<file path="src/sv/ppfr_pkg.sv">
// ----------------------------------------------------------------------------
// ppfr_pkg
// Shared types and constants for the preamble/postamble frame receiver.
// ----------------------------------------------------------------------------
package ppfr_pkg;

  localparam int unsigned BYTE_W     = 8;
  localparam int unsigned MARK_W     = 16;
  localparam int unsigned MARK_BYTES = 2;
  localparam int unsigned BYTE_IDX_W = 6;
  localparam int unsigned LEN_W      = 32;
  localparam int unsigned CFG_IDX_W  = 2;

  // Register indexes of the configuration port
  localparam logic [CFG_IDX_W-1:0] CFG_PREAMBLE  = 2'd0;
  localparam logic [CFG_IDX_W-1:0] CFG_POSTAMBLE = 2'd1;

  typedef enum logic [2:0] {
    S_IDLE,
    S_CHECK,
    S_READ,
    S_SEND,
    S_ERR
  } ppfr_state_e;

  // Controller -> datapath
  typedef struct packed {
    logic byte_fire;   // input byte transferred this cycle
    logic emit_start;  // rewind the read pointer
    logic rd_en;       // issue a frame store read
    logic rd_step;     // advance the read pointer
    logic show_err;    // output carries the error result
  } ppfr_cmd_t;

  // Datapath -> controller
  typedef struct packed {
    logic frame_done;  // current byte completes the postamble
    logic len_ok;      // length field equals frame length
    logic rd_last;     // read pointer at the final frame byte
  } ppfr_sts_t;

endpackage

</file>
<file path="src/sv/ppfr_ram.sv">
// ----------------------------------------------------------------------------
// ppfr_ram
// Generic single write port, single read port RAM with registered read.
// ----------------------------------------------------------------------------
module ppfr_ram #(
  parameter int unsigned WIDTH = 8,
  parameter int unsigned DEPTH = 64
) (
  input  logic                     clk_i,
  input  logic                     we_i,
  input  logic [$clog2(DEPTH)-1:0] waddr_i,
  input  logic [WIDTH-1:0]         wdata_i,
  input  logic                     re_i,
  input  logic [$clog2(DEPTH)-1:0] raddr_i,
  output logic [WIDTH-1:0]         rdata_o
);

  logic [WIDTH-1:0] mem_q [DEPTH];
  logic [WIDTH-1:0] rdata_q;

  always_ff @(posedge clk_i) begin
    if (we_i) begin
      mem_q[waddr_i] <= wdata_i;
    end
  end

  always_ff @(posedge clk_i) begin
    if (re_i) begin
      rdata_q <= mem_q[raddr_i];
    end
  end

  assign rdata_o = rdata_q;

endmodule

</file>
<file path="src/sv/ppfr_dp.sv">
// ----------------------------------------------------------------------------
// ppfr_dp
// Datapath: marker matching, frame store, length field and result fields.
// ----------------------------------------------------------------------------
module ppfr_dp #(
  parameter int unsigned FIELD_BYTES = 2,
  parameter int unsigned FRAME_DEPTH = 64
) (
  input  logic                                clk_i,
  input  logic                                rst_ni,
  input  logic                                cfg_we_i,
  input  logic [ppfr_pkg::CFG_IDX_W-1:0]      cfg_index_i,
  input  logic [ppfr_pkg::MARK_W-1:0]         cfg_data_i,
  input  logic [ppfr_pkg::BYTE_W-1:0]         rx_byte_i,
  input  ppfr_pkg::ppfr_cmd_t                 cmd_i,
  output ppfr_pkg::ppfr_sts_t                 sts_o,
  output logic [ppfr_pkg::BYTE_W-1:0]         frame_byte_o,
  output logic [ppfr_pkg::BYTE_IDX_W-1:0]     byte_index_o,
  output logic                                last_o,
  output logic                                status_o
);
  import ppfr_pkg::*;

  localparam int unsigned AW       = $clog2(FRAME_DEPTH);
  localparam int unsigned FIELD_W  = FIELD_BYTES * BYTE_W;
  localparam logic [AW-1:0] WI_MAX = AW'(FRAME_DEPTH - 1);

  logic [MARK_W-1:0] pre_word_q, post_word_q;
  logic              collecting_q, collecting_d;
  logic              pre_cnt_q, pre_cnt_d;
  logic              post_cnt_q, post_cnt_d;
  logic [AW-1:0]     wi_q, wi_d;
  logic [AW-1:0]     rd_idx_q;
  logic [BYTE_W-1:0] field_q [FIELD_BYTES];

  logic              we;
  logic [AW-1:0]     waddr;
  logic [AW-1:0]     wi_inc;
  logic [BYTE_W-1:0] pre_byte, post_byte;
  logic              post_hit;
  logic [FIELD_W-1:0] len_field;
  logic [BYTE_W-1:0] rdata;

  assign pre_byte  = pre_cnt_q  ? pre_word_q[15:8]  : pre_word_q[7:0];
  assign post_byte = post_cnt_q ? post_word_q[15:8] : post_word_q[7:0];
  assign wi_inc    = (wi_q < WI_MAX) ? wi_q + AW'(1) : wi_q;
  assign post_hit  = (rx_byte_i == post_byte);

  always_ff @(posedge clk_i or negedge rst_ni) begin
    if (!rst_ni) begin
      pre_word_q  <= '0;
      post_word_q <= '0;
    end else if (cfg_we_i) begin
      case (cfg_index_i)
        CFG_PREAMBLE:  pre_word_q  <= cfg_data_i;
        CFG_POSTAMBLE: post_word_q <= cfg_data_i;
        default: ;
      endcase
    end
  end

  always_comb begin
    collecting_d = collecting_q;
    pre_cnt_d    = pre_cnt_q;
    post_cnt_d   = post_cnt_q;
    wi_d         = wi_q;
    we           = 1'b0;
    waddr        = wi_inc;
    if (cmd_i.byte_fire) begin
      if (!collecting_q) begin
        waddr = AW'(pre_cnt_q);
        if (rx_byte_i == pre_byte) begin
          we = 1'b1;
          if (pre_cnt_q) begin
            pre_cnt_d    = 1'b0;
            wi_d         = AW'(MARK_BYTES - 1);
            collecting_d = 1'b1;
          end else begin
            pre_cnt_d = 1'b1;
          end
        end else begin
          pre_cnt_d = 1'b0;
        end
      end else begin
        we   = 1'b1;
        wi_d = wi_inc;
        if (post_hit && post_cnt_q) begin
          post_cnt_d   = 1'b0;
          collecting_d = 1'b0;
        end else begin
          post_cnt_d = post_hit;
        end
      end
    end
  end

  always_ff @(posedge clk_i or negedge rst_ni) begin
    if (!rst_ni) begin
      collecting_q <= 1'b0;
      pre_cnt_q    <= 1'b0;
      post_cnt_q   <= 1'b0;
      wi_q         <= '0;
      rd_idx_q     <= '0;
    end else begin
      collecting_q <= collecting_d;
      pre_cnt_q    <= pre_cnt_d;
      post_cnt_q   <= post_cnt_d;
      wi_q         <= wi_d;
      if (cmd_i.emit_start) begin
        rd_idx_q <= '0;
      end else if (cmd_i.rd_step) begin
        rd_idx_q <= rd_idx_q + AW'(1);
      end
    end
  end

  // Shadow copy of the length field slots, kept in step with the store
  always_ff @(posedge clk_i) begin
    for (int i = 0; i < FIELD_BYTES; i++) begin
      if (we && waddr == AW'(MARK_BYTES + i)) begin
        field_q[i] <= rx_byte_i;
      end
    end
  end

  always_comb begin
    len_field = '0;
    for (int i = 0; i < FIELD_BYTES; i++) begin
      len_field[i*BYTE_W +: BYTE_W] = field_q[i];
    end
  end

  ppfr_ram #(
    .WIDTH (BYTE_W),
    .DEPTH (FRAME_DEPTH)
  ) u_store (
    .clk_i   (clk_i),
    .we_i    (we),
    .waddr_i (waddr),
    .wdata_i (rx_byte_i),
    .re_i    (cmd_i.rd_en),
    .raddr_i (rd_idx_q),
    .rdata_o (rdata)
  );

  assign sts_o.frame_done = collecting_q && post_hit && post_cnt_q;
  assign sts_o.len_ok     = (LEN_W'(len_field) == LEN_W'(wi_q) + LEN_W'(1));
  assign sts_o.rd_last    = (rd_idx_q == wi_q);

  assign frame_byte_o = cmd_i.show_err ? '0 : rdata;
  assign byte_index_o = cmd_i.show_err ? '0 : BYTE_IDX_W'(rd_idx_q);
  assign last_o       = cmd_i.show_err | (rd_idx_q == wi_q);
  assign status_o     = cmd_i.show_err;

endmodule

</file>
<file path="src/sv/ppfr_ctrl.sv">
// ----------------------------------------------------------------------------
// ppfr_ctrl
// Controller: byte intake, length check and frame readout sequencing.
// ----------------------------------------------------------------------------
module ppfr_ctrl (
  input  logic                clk_i,
  input  logic                rst_ni,
  input  logic                in_valid_i,
  output logic                in_stall_o,
  output logic                out_valid_o,
  input  logic                out_stall_i,
  input  ppfr_pkg::ppfr_sts_t sts_i,
  output ppfr_pkg::ppfr_cmd_t cmd_o
);
  import ppfr_pkg::*;

  ppfr_state_e state_q, state_d;

  always_ff @(posedge clk_i or negedge rst_ni) begin
    if (!rst_ni) begin
      state_q <= S_IDLE;
    end else begin
      state_q <= state_d;
    end
  end

  always_comb begin
    state_d     = state_q;
    cmd_o       = '0;
    in_stall_o  = 1'b1;
    out_valid_o = 1'b0;
    case (state_q)
      S_IDLE: begin
        in_stall_o      = 1'b0;
        cmd_o.byte_fire = in_valid_i;
        if (in_valid_i && sts_i.frame_done) begin
          state_d = S_CHECK;
        end
      end
      S_CHECK: begin
        cmd_o.emit_start = 1'b1;
        state_d = sts_i.len_ok ? S_READ : S_ERR;
      end
      S_READ: begin
        cmd_o.rd_en = 1'b1;
        state_d     = S_SEND;
      end
      S_SEND: begin
        out_valid_o = 1'b1;
        if (!out_stall_i) begin
          if (sts_i.rd_last) begin
            state_d = S_IDLE;
          end else begin
            cmd_o.rd_step = 1'b1;
            state_d       = S_READ;
          end
        end
      end
      S_ERR: begin
        out_valid_o    = 1'b1;
        cmd_o.show_err = 1'b1;
        if (!out_stall_i) begin
          state_d = S_IDLE;
        end
      end
      default: begin
        state_d = S_IDLE;
      end
    endcase
  end

endmodule

</file>
<file path="src/sv/preamble_postamble_frame_receiver.sv">
// ----------------------------------------------------------------------------
// preamble_postamble_frame_receiver
// Byte stream deframer with preamble/postamble detection and length check.
// ----------------------------------------------------------------------------
// Input channel (in_valid_i / in_stall_o / rx_byte_i) takes one byte per
// cycle while no frame is being reported. Each byte either advances the
// preamble match or, once inside a frame, goes into the frame store.
// When the postamble completes, the check state compares the length field (the
// FIELD_BYTES bytes after the preamble, little-endian) against the frame
// length. A good frame is then read out of the store on the output channel
// (out_valid_o / out_stall_i), one byte at a time (store read, then
// output), last_o on the final byte. A bad frame gives one result with
// status_o set. Input is stalled from the closing postamble byte until the
// last result transfers; out_stall_i simply holds the current result.
// The config channel (cfg_valid_i / cfg_ready_o) is always ready; index 0
// is the preamble, 1 the postamble, others ignored. Write it only while idle.
// Reset clears the matchers, markers and controller; the frame store is
// not cleared.
// ----------------------------------------------------------------------------
module preamble_postamble_frame_receiver #(
  parameter int unsigned FIELD_BYTES = 2,
  parameter int unsigned FRAME_DEPTH = 64
) (
  input  logic                            clk_i,
  input  logic                            rst_ni,
  input  logic                            cfg_valid_i,
  output logic                            cfg_ready_o,
  input  logic [ppfr_pkg::CFG_IDX_W-1:0]  cfg_index_i,
  input  logic [ppfr_pkg::MARK_W-1:0]     cfg_data_i,
  input  logic                            in_valid_i,
  output logic                            in_stall_o,
  input  logic [ppfr_pkg::BYTE_W-1:0]     rx_byte_i,
  output logic                            out_valid_o,
  input  logic                            out_stall_i,
  output logic [ppfr_pkg::BYTE_W-1:0]     frame_byte_o,
  output logic [ppfr_pkg::BYTE_IDX_W-1:0] byte_index_o,
  output logic                            last_o,
  output logic                            status_o
);
  import ppfr_pkg::*;

  ppfr_cmd_t cmd;
  ppfr_sts_t sts;

  assign cfg_ready_o = 1'b1;

  ppfr_ctrl u_ctrl (
    .clk_i       (clk_i),
    .rst_ni      (rst_ni),
    .in_valid_i  (in_valid_i),
    .in_stall_o  (in_stall_o),
    .out_valid_o (out_valid_o),
    .out_stall_i (out_stall_i),
    .sts_i       (sts),
    .cmd_o       (cmd)
  );

  ppfr_dp #(
    .FIELD_BYTES (FIELD_BYTES),
    .FRAME_DEPTH (FRAME_DEPTH)
  ) u_dp (
    .clk_i        (clk_i),
    .rst_ni       (rst_ni),
    .cfg_we_i     (cfg_valid_i & cfg_ready_o),
    .cfg_index_i  (cfg_index_i),
    .cfg_data_i   (cfg_data_i),
    .rx_byte_i    (rx_byte_i),
    .cmd_i        (cmd),
    .sts_o        (sts),
    .frame_byte_o (frame_byte_o),
    .byte_index_o (byte_index_o),
    .last_o       (last_o),
    .status_o     (status_o)
  );

endmodule
</file>
<file path="config.mk">
export PLATFORM = sky130hd
export DESIGN_NAME = preamble_postamble_frame_receiver
export DESIGN_NICKNAME = d
export VERILOG_FILES = /design/src/sv/ppfr_pkg.sv /design/src/sv/ppfr_ram.sv /design/src/sv/ppfr_dp.sv /design/src/sv/ppfr_ctrl.sv /design/src/sv/preamble_postamble_frame_receiver.sv
export SDC_FILE = /design/constraint.sdc
export NUM_CORES = 1
export LEC_CHECK = 0
export BUFFER_PORTS_ARGS = -buffer_cell sky130_fd_sc_hd__buf_2
export CAP_MARGIN = 10
export CORE_ASPECT_RATIO = 1.1
export CORE_MARGIN = 2
export CORE_UTILIZATION = 62
export CTS_CLUSTER_DIAMETER = 200
export DETAILED_ROUTE_END_ITERATION = 6
export PLACE_DENSITY_LB_ADDON = 0.25
export SLEW_MARGIN = 0
export SYNTH_ARGS = -nofsm -noshare
export SYNTH_HDL_FRONTEND = slang
export SYNTH_SLANG_ARGS = --single-unit
</file>
<file path="constraint.sdc">
create_clock -name clk_i -period 3.75 [get_ports clk_i]
set_input_delay 0.1875 -clock clk_i [delete_from_list [all_inputs] [get_ports clk_i]]
set_output_delay 0.1875 -clock clk_i [all_outputs]
set_load 0.02 [all_outputs]
</file>
==> impl_metrics.ini, run 1 <==
[route]
viasPerCell = 6.431
wl_per_cell_um = 27.54
antenna_left = 0
drc = 0
drtIter0Drc = 1481
routed_wl_um = 52130
first_pass_iters = 6
vias = 12170

[hold_path]
hp-class = input pin to asynchronous set/reset pin

[clock_network]
postCtsSetupBuffers = 0
clock_latency_ns = 0.59
clockBufferDepth = 3
cts_buffers = 53
cts.clk_slew.worst_paths_ns = 0.06
cts_max_level = 2
cts_root_buffer = clkbuf_16
cts.sinks = 586
tritoncts = done

[cells_and_area]
synthToLayoutAreaGrowth_pct = 12.56
final_cells = 1893
nets = 1381
layout-drive-gt1-share_pct = 28.21
fill_cells = 2271
finish.utilization_pct = 70.45
antenna_cells = 0

[yosys]
synthArstFlopShare_pct = 8.532
synth_ff_type = edfxtp_1
syn_inst = 1224
yosysUniqueCellTypes = 68
ys_top_cells_by_area = edfxtp_1, mux4_2, dfrtp_1, mux2i_1, mux2_2
ys_ff_latch = 586
yosysSeqAreaShare_pct = 72.93
yosysTopAreaCell = edfxtp_1
synth_edf_count = 536
synthesis.area_sq_mm = 0.02379
synth_warnings = 0
synth_top_area_share_pct = 67.67
syn-num-nets = 1257
syn_area_per_cell_sq_um = 19.43

[timing]
final_max_slew_viol_count = 0
rsz0062_at_grt = false
finalCriticalPeriod_ns = 3.195
fin_setup_tns_ns = 0
fmax_mhz = 313.0
worst_pin_slew_ns = 1.235
hold_viol_final = 0
period_share_pct = 85.20
setup_viol = 0
final.setup_skew_ns = 0.02494
layout_setup_ws_ns = 0.5549
maxSlewHeadroom_pct = 17.50

[setup_path]
path_class = flip-flop to flip-flop
critPathCaptureType = flip-flop
cp-start-kind = flip-flop
worstPathRequired_ns = 3.95
path_max_fanout = 10
arrival_ns = 3.39

[global_routing]
grt_pass1_vias = 12330
grt_usage_pct = 26.99
grt_busiest_layer = met2
grtUsageMet2_pct = 43.74
grt_pass1_wl_um = 77740
use_met3_pct = 4.833
use_met1_pct = 38.04
antenna_found_initial = 1
grt_max_degree = 68
grt_overflow = 0

[floorplan]
die_w_um = 190.8
coreArea_sq_mm = 0.03801
rows = 75
initial_core_util_pct = 62.59
die_y_um = 209.4
io_pins = 50
dieArea_sq_mm = 0.03995

[place]
io_buffer_count = 48
place_inst = 1773
pre_cts_slack_ns = 0.5519
place_congestion = 0.8600
dpl.hpwl_um = 31680

[power]
powerDensity_mw_per_mm2 = 644.6
ir_drop_mv = 0.6037
p_sw_mw = 5.038
clkPwrFrac_pct = 30.9
swShare_pct = 29.19
intPower_mw = 12.22
p_comb_share_pct = 23.2
p_seq_share_pct = 45.9
p_leak_nw = 8.483

[job]
drv_cap = 0

[status]
run_status = completed
-- metrics by stage --
stage	hold WS (ns)	instance area [sq um]	total power, mW
3_3_place_gp	0.4282	24840	11.92
6_report	0.07818	26770	17.26
4_1_cts	0.1548	26750	17.32
2_1_floorplan	-0.1081	23790	10.66
5_1_grt	0.1107	26770	17.84
3_5_place_dp	0.4332	24840	12.01
-- worst max-delay path, stage by stage (launching register included) --
cell,delay (ns)
dfrtp_1,0.53
ha_1,0.33
nand3_1,0.17
o32a_1,0.41
a21oi_2,0.20
nand2b_1,0.44
nor2_1,0.73
-- timing repair --
action / CTS / global route
gates resized for setup: 0 / 0
endpoints found under the hold margin: 84 / 0
hold buffers: 19 / 0
-- registers in the layout (all words and copies together), names as in the netlist --
register              count
u_dp.u_store.mem_q      512
u_dp.field_q             16
u_dp.post_word_q         16
u_dp.pre_word_q          16
u_dp.u_store.rdata_o      8
u_dp.rd_idx_q             6
u_dp.wi_q                 6
u_ctrl.state_q            3
u_dp.collecting_q         1
u_dp.post_cnt_q           1
u_dp.pre_cnt_q            1
-- cell families after synthesis --
kind of cell    Yosys count  share of synthesized area (%)
compound gates          106                          3.151
xor+xnor                 35                          1.289
fa+ha+maj                 3                         0.1473
buf+inv                  72                          1.757
flops                   586                          72.93
mux                     205                          15.53
other cells               1                        0.01577
simple gates            216                          5.187
-- cell usage after synthesis (4+ instances only) --
cell / count
nand2_1: 28
nor2_1: 69
a211oi_1: 9
a22o_1: 4
mux2i_1: 45
nor2b_1: 23
o21ai_0: 7
mux4_2: 128
xor2_1: 7
mux2_2: 32
dfrtp_1: 50
nand2b_1: 11
nor4b_1: 6
edfxtp_1: 536
buf_6: 11
a31o_1: 6
clkbuf_1: 27
nor3_2: 11
inv_1: 4
o22ai_1: 33
a21oi_1: 13
buf_4: 13
xnor2_1: 28
buf_1: 4
buf_2: 13
nand3_1: 14
nand4_1: 8
and2_1: 4
o21ai_1: 4
nor3_1: 12
-- layer usage --
metal | vias up | part of all wire (%)
li1 | 5230 | -
met2 | 580 | 50
met3 | 86 | 8.2
met5 | - | 0.025
met4 | 2 | 3.0
met1 | 6275 | 39
-- power by group through the flow --
stage | registers, mW | clock network, mW | logic [mW]
2_1_floorplan | 7.80 | 0 | 2.86
6_report | 7.92 | 5.33 | 4.01
4_1_cts | 7.92 | 5.39 | 4.01
5_1_grt | 7.97 | 5.62 | 4.25
3_5_place_dp | 8.06 | 0 | 3.96
3_3_place_gp | 8.03 | 0 | 3.89
-- placed cells by master (no fill, tap or decap), drive strengths merged, types with 28 or more instances in the layout --
cell type  count
nand2         33
o22ai         33
mux2          32
buf          118
nor2          70
mux4         128
xnor2         28
clkbuf        65
dfrtp         50
edfxtp       536
mux2i         45
-- layout make-up --
| class | count | area (sq um) | share of cell area, % |
|---|---|---|---|
| Sequential cell | 586 | 17360 | 64.83 |
| Multi-Input combinational cell | 566 | 6032 | 22.53 |
| Clock buffer | 65 | 1414 | 5.281 |
| Timing Repair Buffer | 137 | 1018 | 3.804 |
| Tap cell | 500 | 625.6 | 2.337 |
| Clock inverter | 35 | 311.5 | 1.164 |
| Inverter | 4 | 15.01 | 0.05608 |
-- final timing paths --
check | from | end | slack, ns | depth (start not counted)
min reg2reg | u_dp.post_word_q[4]$_DFFE_PN0P_ | u_dp.post_word_q[4]$_DFFE_PN0P_ | 0.51 | 1
max in group asynchronous | rst_ni | u_dp.post_word_q[14]$_DFFE_PN0P_ | 3.15 | 3
min | rst_ni | u_dp.collecting_q$_DFFE_PN0N_ | 0.08 | 2
min in group clk_i | rx_byte_i[0] | u_dp.post_cnt_q$_DFFE_PN0P_ | 0.14 | 5
max | u_dp.wi_q[0]$_DFFE_PN0P_ | u_dp.u_store.mem_q[52][3]$_DFFE_PP_ | 0.55 | 6
max reg2reg | u_dp.wi_q[0]$_DFFE_PN0P_ | u_dp.u_store.mem_q[52][3]$_DFFE_PP_ | 0.55 | 6
(Power assumes the default switching activity.)
==> inputs of run 2 (changes only) <==
==> constraint.sdc (replaced) <==
create_clock -name clk_i -period 3.75 [get_ports clk_i]
set_input_delay 0 -clock clk_i [delete_from_list [all_inputs] [get_ports clk_i]]
set_output_delay 0 -clock clk_i [all_outputs]
set_load 0.02 [all_outputs]
==> impl_metrics.ini, run 2 (synthesis results as in run 1) <==
[status]
run_status = completed

[timing]
holdWs_ns = 0.03286
rsz0062_at_grt = false
fin_setup_tns_ns = 0
period_share_pct = 82.80
hold_viol_final = 0
final.setup_skew_ns = 0.02287
worst_pin_slew_ns = 1.180
finalCriticalPeriod_ns = 3.105
setup_viol = 0
final_max_slew_viol_count = 0
fmax_mhz = 322.1
maxSlewHeadroom_pct = 21.14

[clock_network]
cts_max_level = 2
cts.sinks = 586
cts.clk_slew.worst_paths_ns = 0.06
cts_resized = 0
tritoncts = done
cts_buffers = 53
clock_latency_ns = 0.59
postCtsSetupBuffers = 0
clockBufferDepth = 3
cts_root_buffer = clkbuf_16

[setup_path]
cp-startpoint = u_dp.wi_q[0]$_DFFE_PN0P_
cp-start-kind = flip-flop
path_max_fanout = 10
path_class = flip-flop to flip-flop
endpoint = u_dp.u_store.mem_q[58][6]$_DFFE_PP_
timing.rr.start = u_dp.wi_q[0]$_DFFE_PN0P_
r2r_end = u_dp.u_store.mem_q[58][6]$_DFFE_PP_
critPathCaptureType = flip-flop
rrSetupSlack_ns = 0.64
worst-r2r-cell-count = 7
arrival_ns = 3.31
worstPathRequired_ns = 3.96

[power]
finalPower_mw = 17.10
ir_drop_mv = 0.7101
powerDensity_mw_per_mm2 = 640.1
p_leak_nw = 8.454

[route]
viasPerCell = 6.431
first_pass_iters = 5
vias = 12180
wl_per_cell_um = 27.23
drtIter0Drc = 1374
drc = 0
routed_wl_um = 51580
antenna_left = 0

[place]
place_inst = 1777
dpl.hpwl_um = 31830
io_buffer_count = 48
place_congestion = 0.8993

[job]
drv_cap = 0

[cells_and_area]
layout-drive-gt1-share_pct = 27.40
final_cells = 1894
final_cell_mix = edfxtp_1, mux4_2, buf_4
regMostFlops = u_dp.u_store.mem_q
antenna_cells = 0
mostFrequentLayoutCell = edfxtp_1
largest_reg_flops = 512
nets = 1386
fill_cells = 2295
synthToLayoutAreaGrowth_pct = 12.28

[floorplan]
io_pins = 50
rows = 75
die_y_um = 209.4
coreArea_sq_mm = 0.03801
initial_core_util_pct = 62.59
dieArea_sq_mm = 0.03995
die_w_um = 190.8

[global_routing]
grt_max_degree = 68
grt_usage_pct = 26.81
grt_overflow = 0
grt_pass1_vias = 12290
antenna_found_initial = 0
grt_pass1_wl_um = 77720

[hold_path]
hp-class = input pin to flip-flop
-- run 2: changes by cell type in the layout (fill, tap and decap cells not counted), moves of 4 or more --
cell	previous run	this run
clkbuf_1	10	16
clkinv_2	13	6
clkinvlp_4	6	2
buf_4	65	70
clkinv_1	9	13
-- run 2: cell type report --
class	count	area, sq um	share of cell area [%]
clock buffers	70	1411	5.284
clock inverters	26	230.2	0.8620
inverters	4	15.01	0.05622
multi-input cells	566	6032	22.59
flip-flops and latches	586	17360	64.99
well taps	500	625.6	2.342
repair buffers	142	1036	3.879
-- run 2: routing by layer --
layer	up-vias	GRT usage, %	wire [um]
met4	0	9.356	1602
li1	5230	-	-
met3	83	4.732	3998
met5	-	0	0
met2	581	43.03	25740
met1	6287	37.84	20230
-- run 2: worst max-delay path, cell delays in order, from the launching register on --
cell and delay (ns):
dfrtp_1 0.53, ha_1 0.35, nand3_1 0.16, o32a_1 0.40
a21oi_2 0.29, buf_4 0.24, nand2_4 0.17, nor2_1 0.60
-- run 2: worst min-delay path by stage --
stage	cells past startpoint	to	from	slack, ns
2_1_floorplan	0	u_ctrl.state_q[0]$_DFFE_PN0P_	rst_ni	-0.30
3_3_place_gp	2	u_ctrl.state_q[2]$_DFFE_PN0P_	out_stall_i	0.24
3_5_place_dp	2	u_ctrl.state_q[2]$_DFFE_PN0P_	out_stall_i	0.24
4_1_cts	4	u_dp.pre_word_q[0]$_DFFE_PN0P_	cfg_index_i[1]	0.02
5_1_grt	4	u_dp.pre_word_q[9]$_DFFE_PN0P_	cfg_index_i[1]	0.03
6_report	4	u_dp.pre_word_q[2]$_DFFE_PN0P_	cfg_index_i[1]	0.03
-- run 2: what timing repair did --
item / 4_1_cts / 5_1_grt
hold buffers: 21 / 0
endpoints found under the setup margin: 0 / 0
hold endpoints to repair: 86 / 0
-- run 2: per-stage QoR --
step	utilization, %	setup WS (ns)	instance area (sq um)
after floorplan	-	1.094	23790
after global placement	65.40	0.7037	24860
after detailed placement	65.40	0.6731	24860
after CTS	70.27	0.6791	26710
after global routing	70.27	0.4577	26710
final	70.27	0.6450	26710
-- run 2: power by group --
part | switching, mW | total, mW | internal [mW]
sequential | 0.396 | 7.97 | 7.57
clock | 2.25 | 5.16 | 2.91
combinational | 2.35 | 3.97 | 1.62
total | 5.00 | 17.1 | 12.1
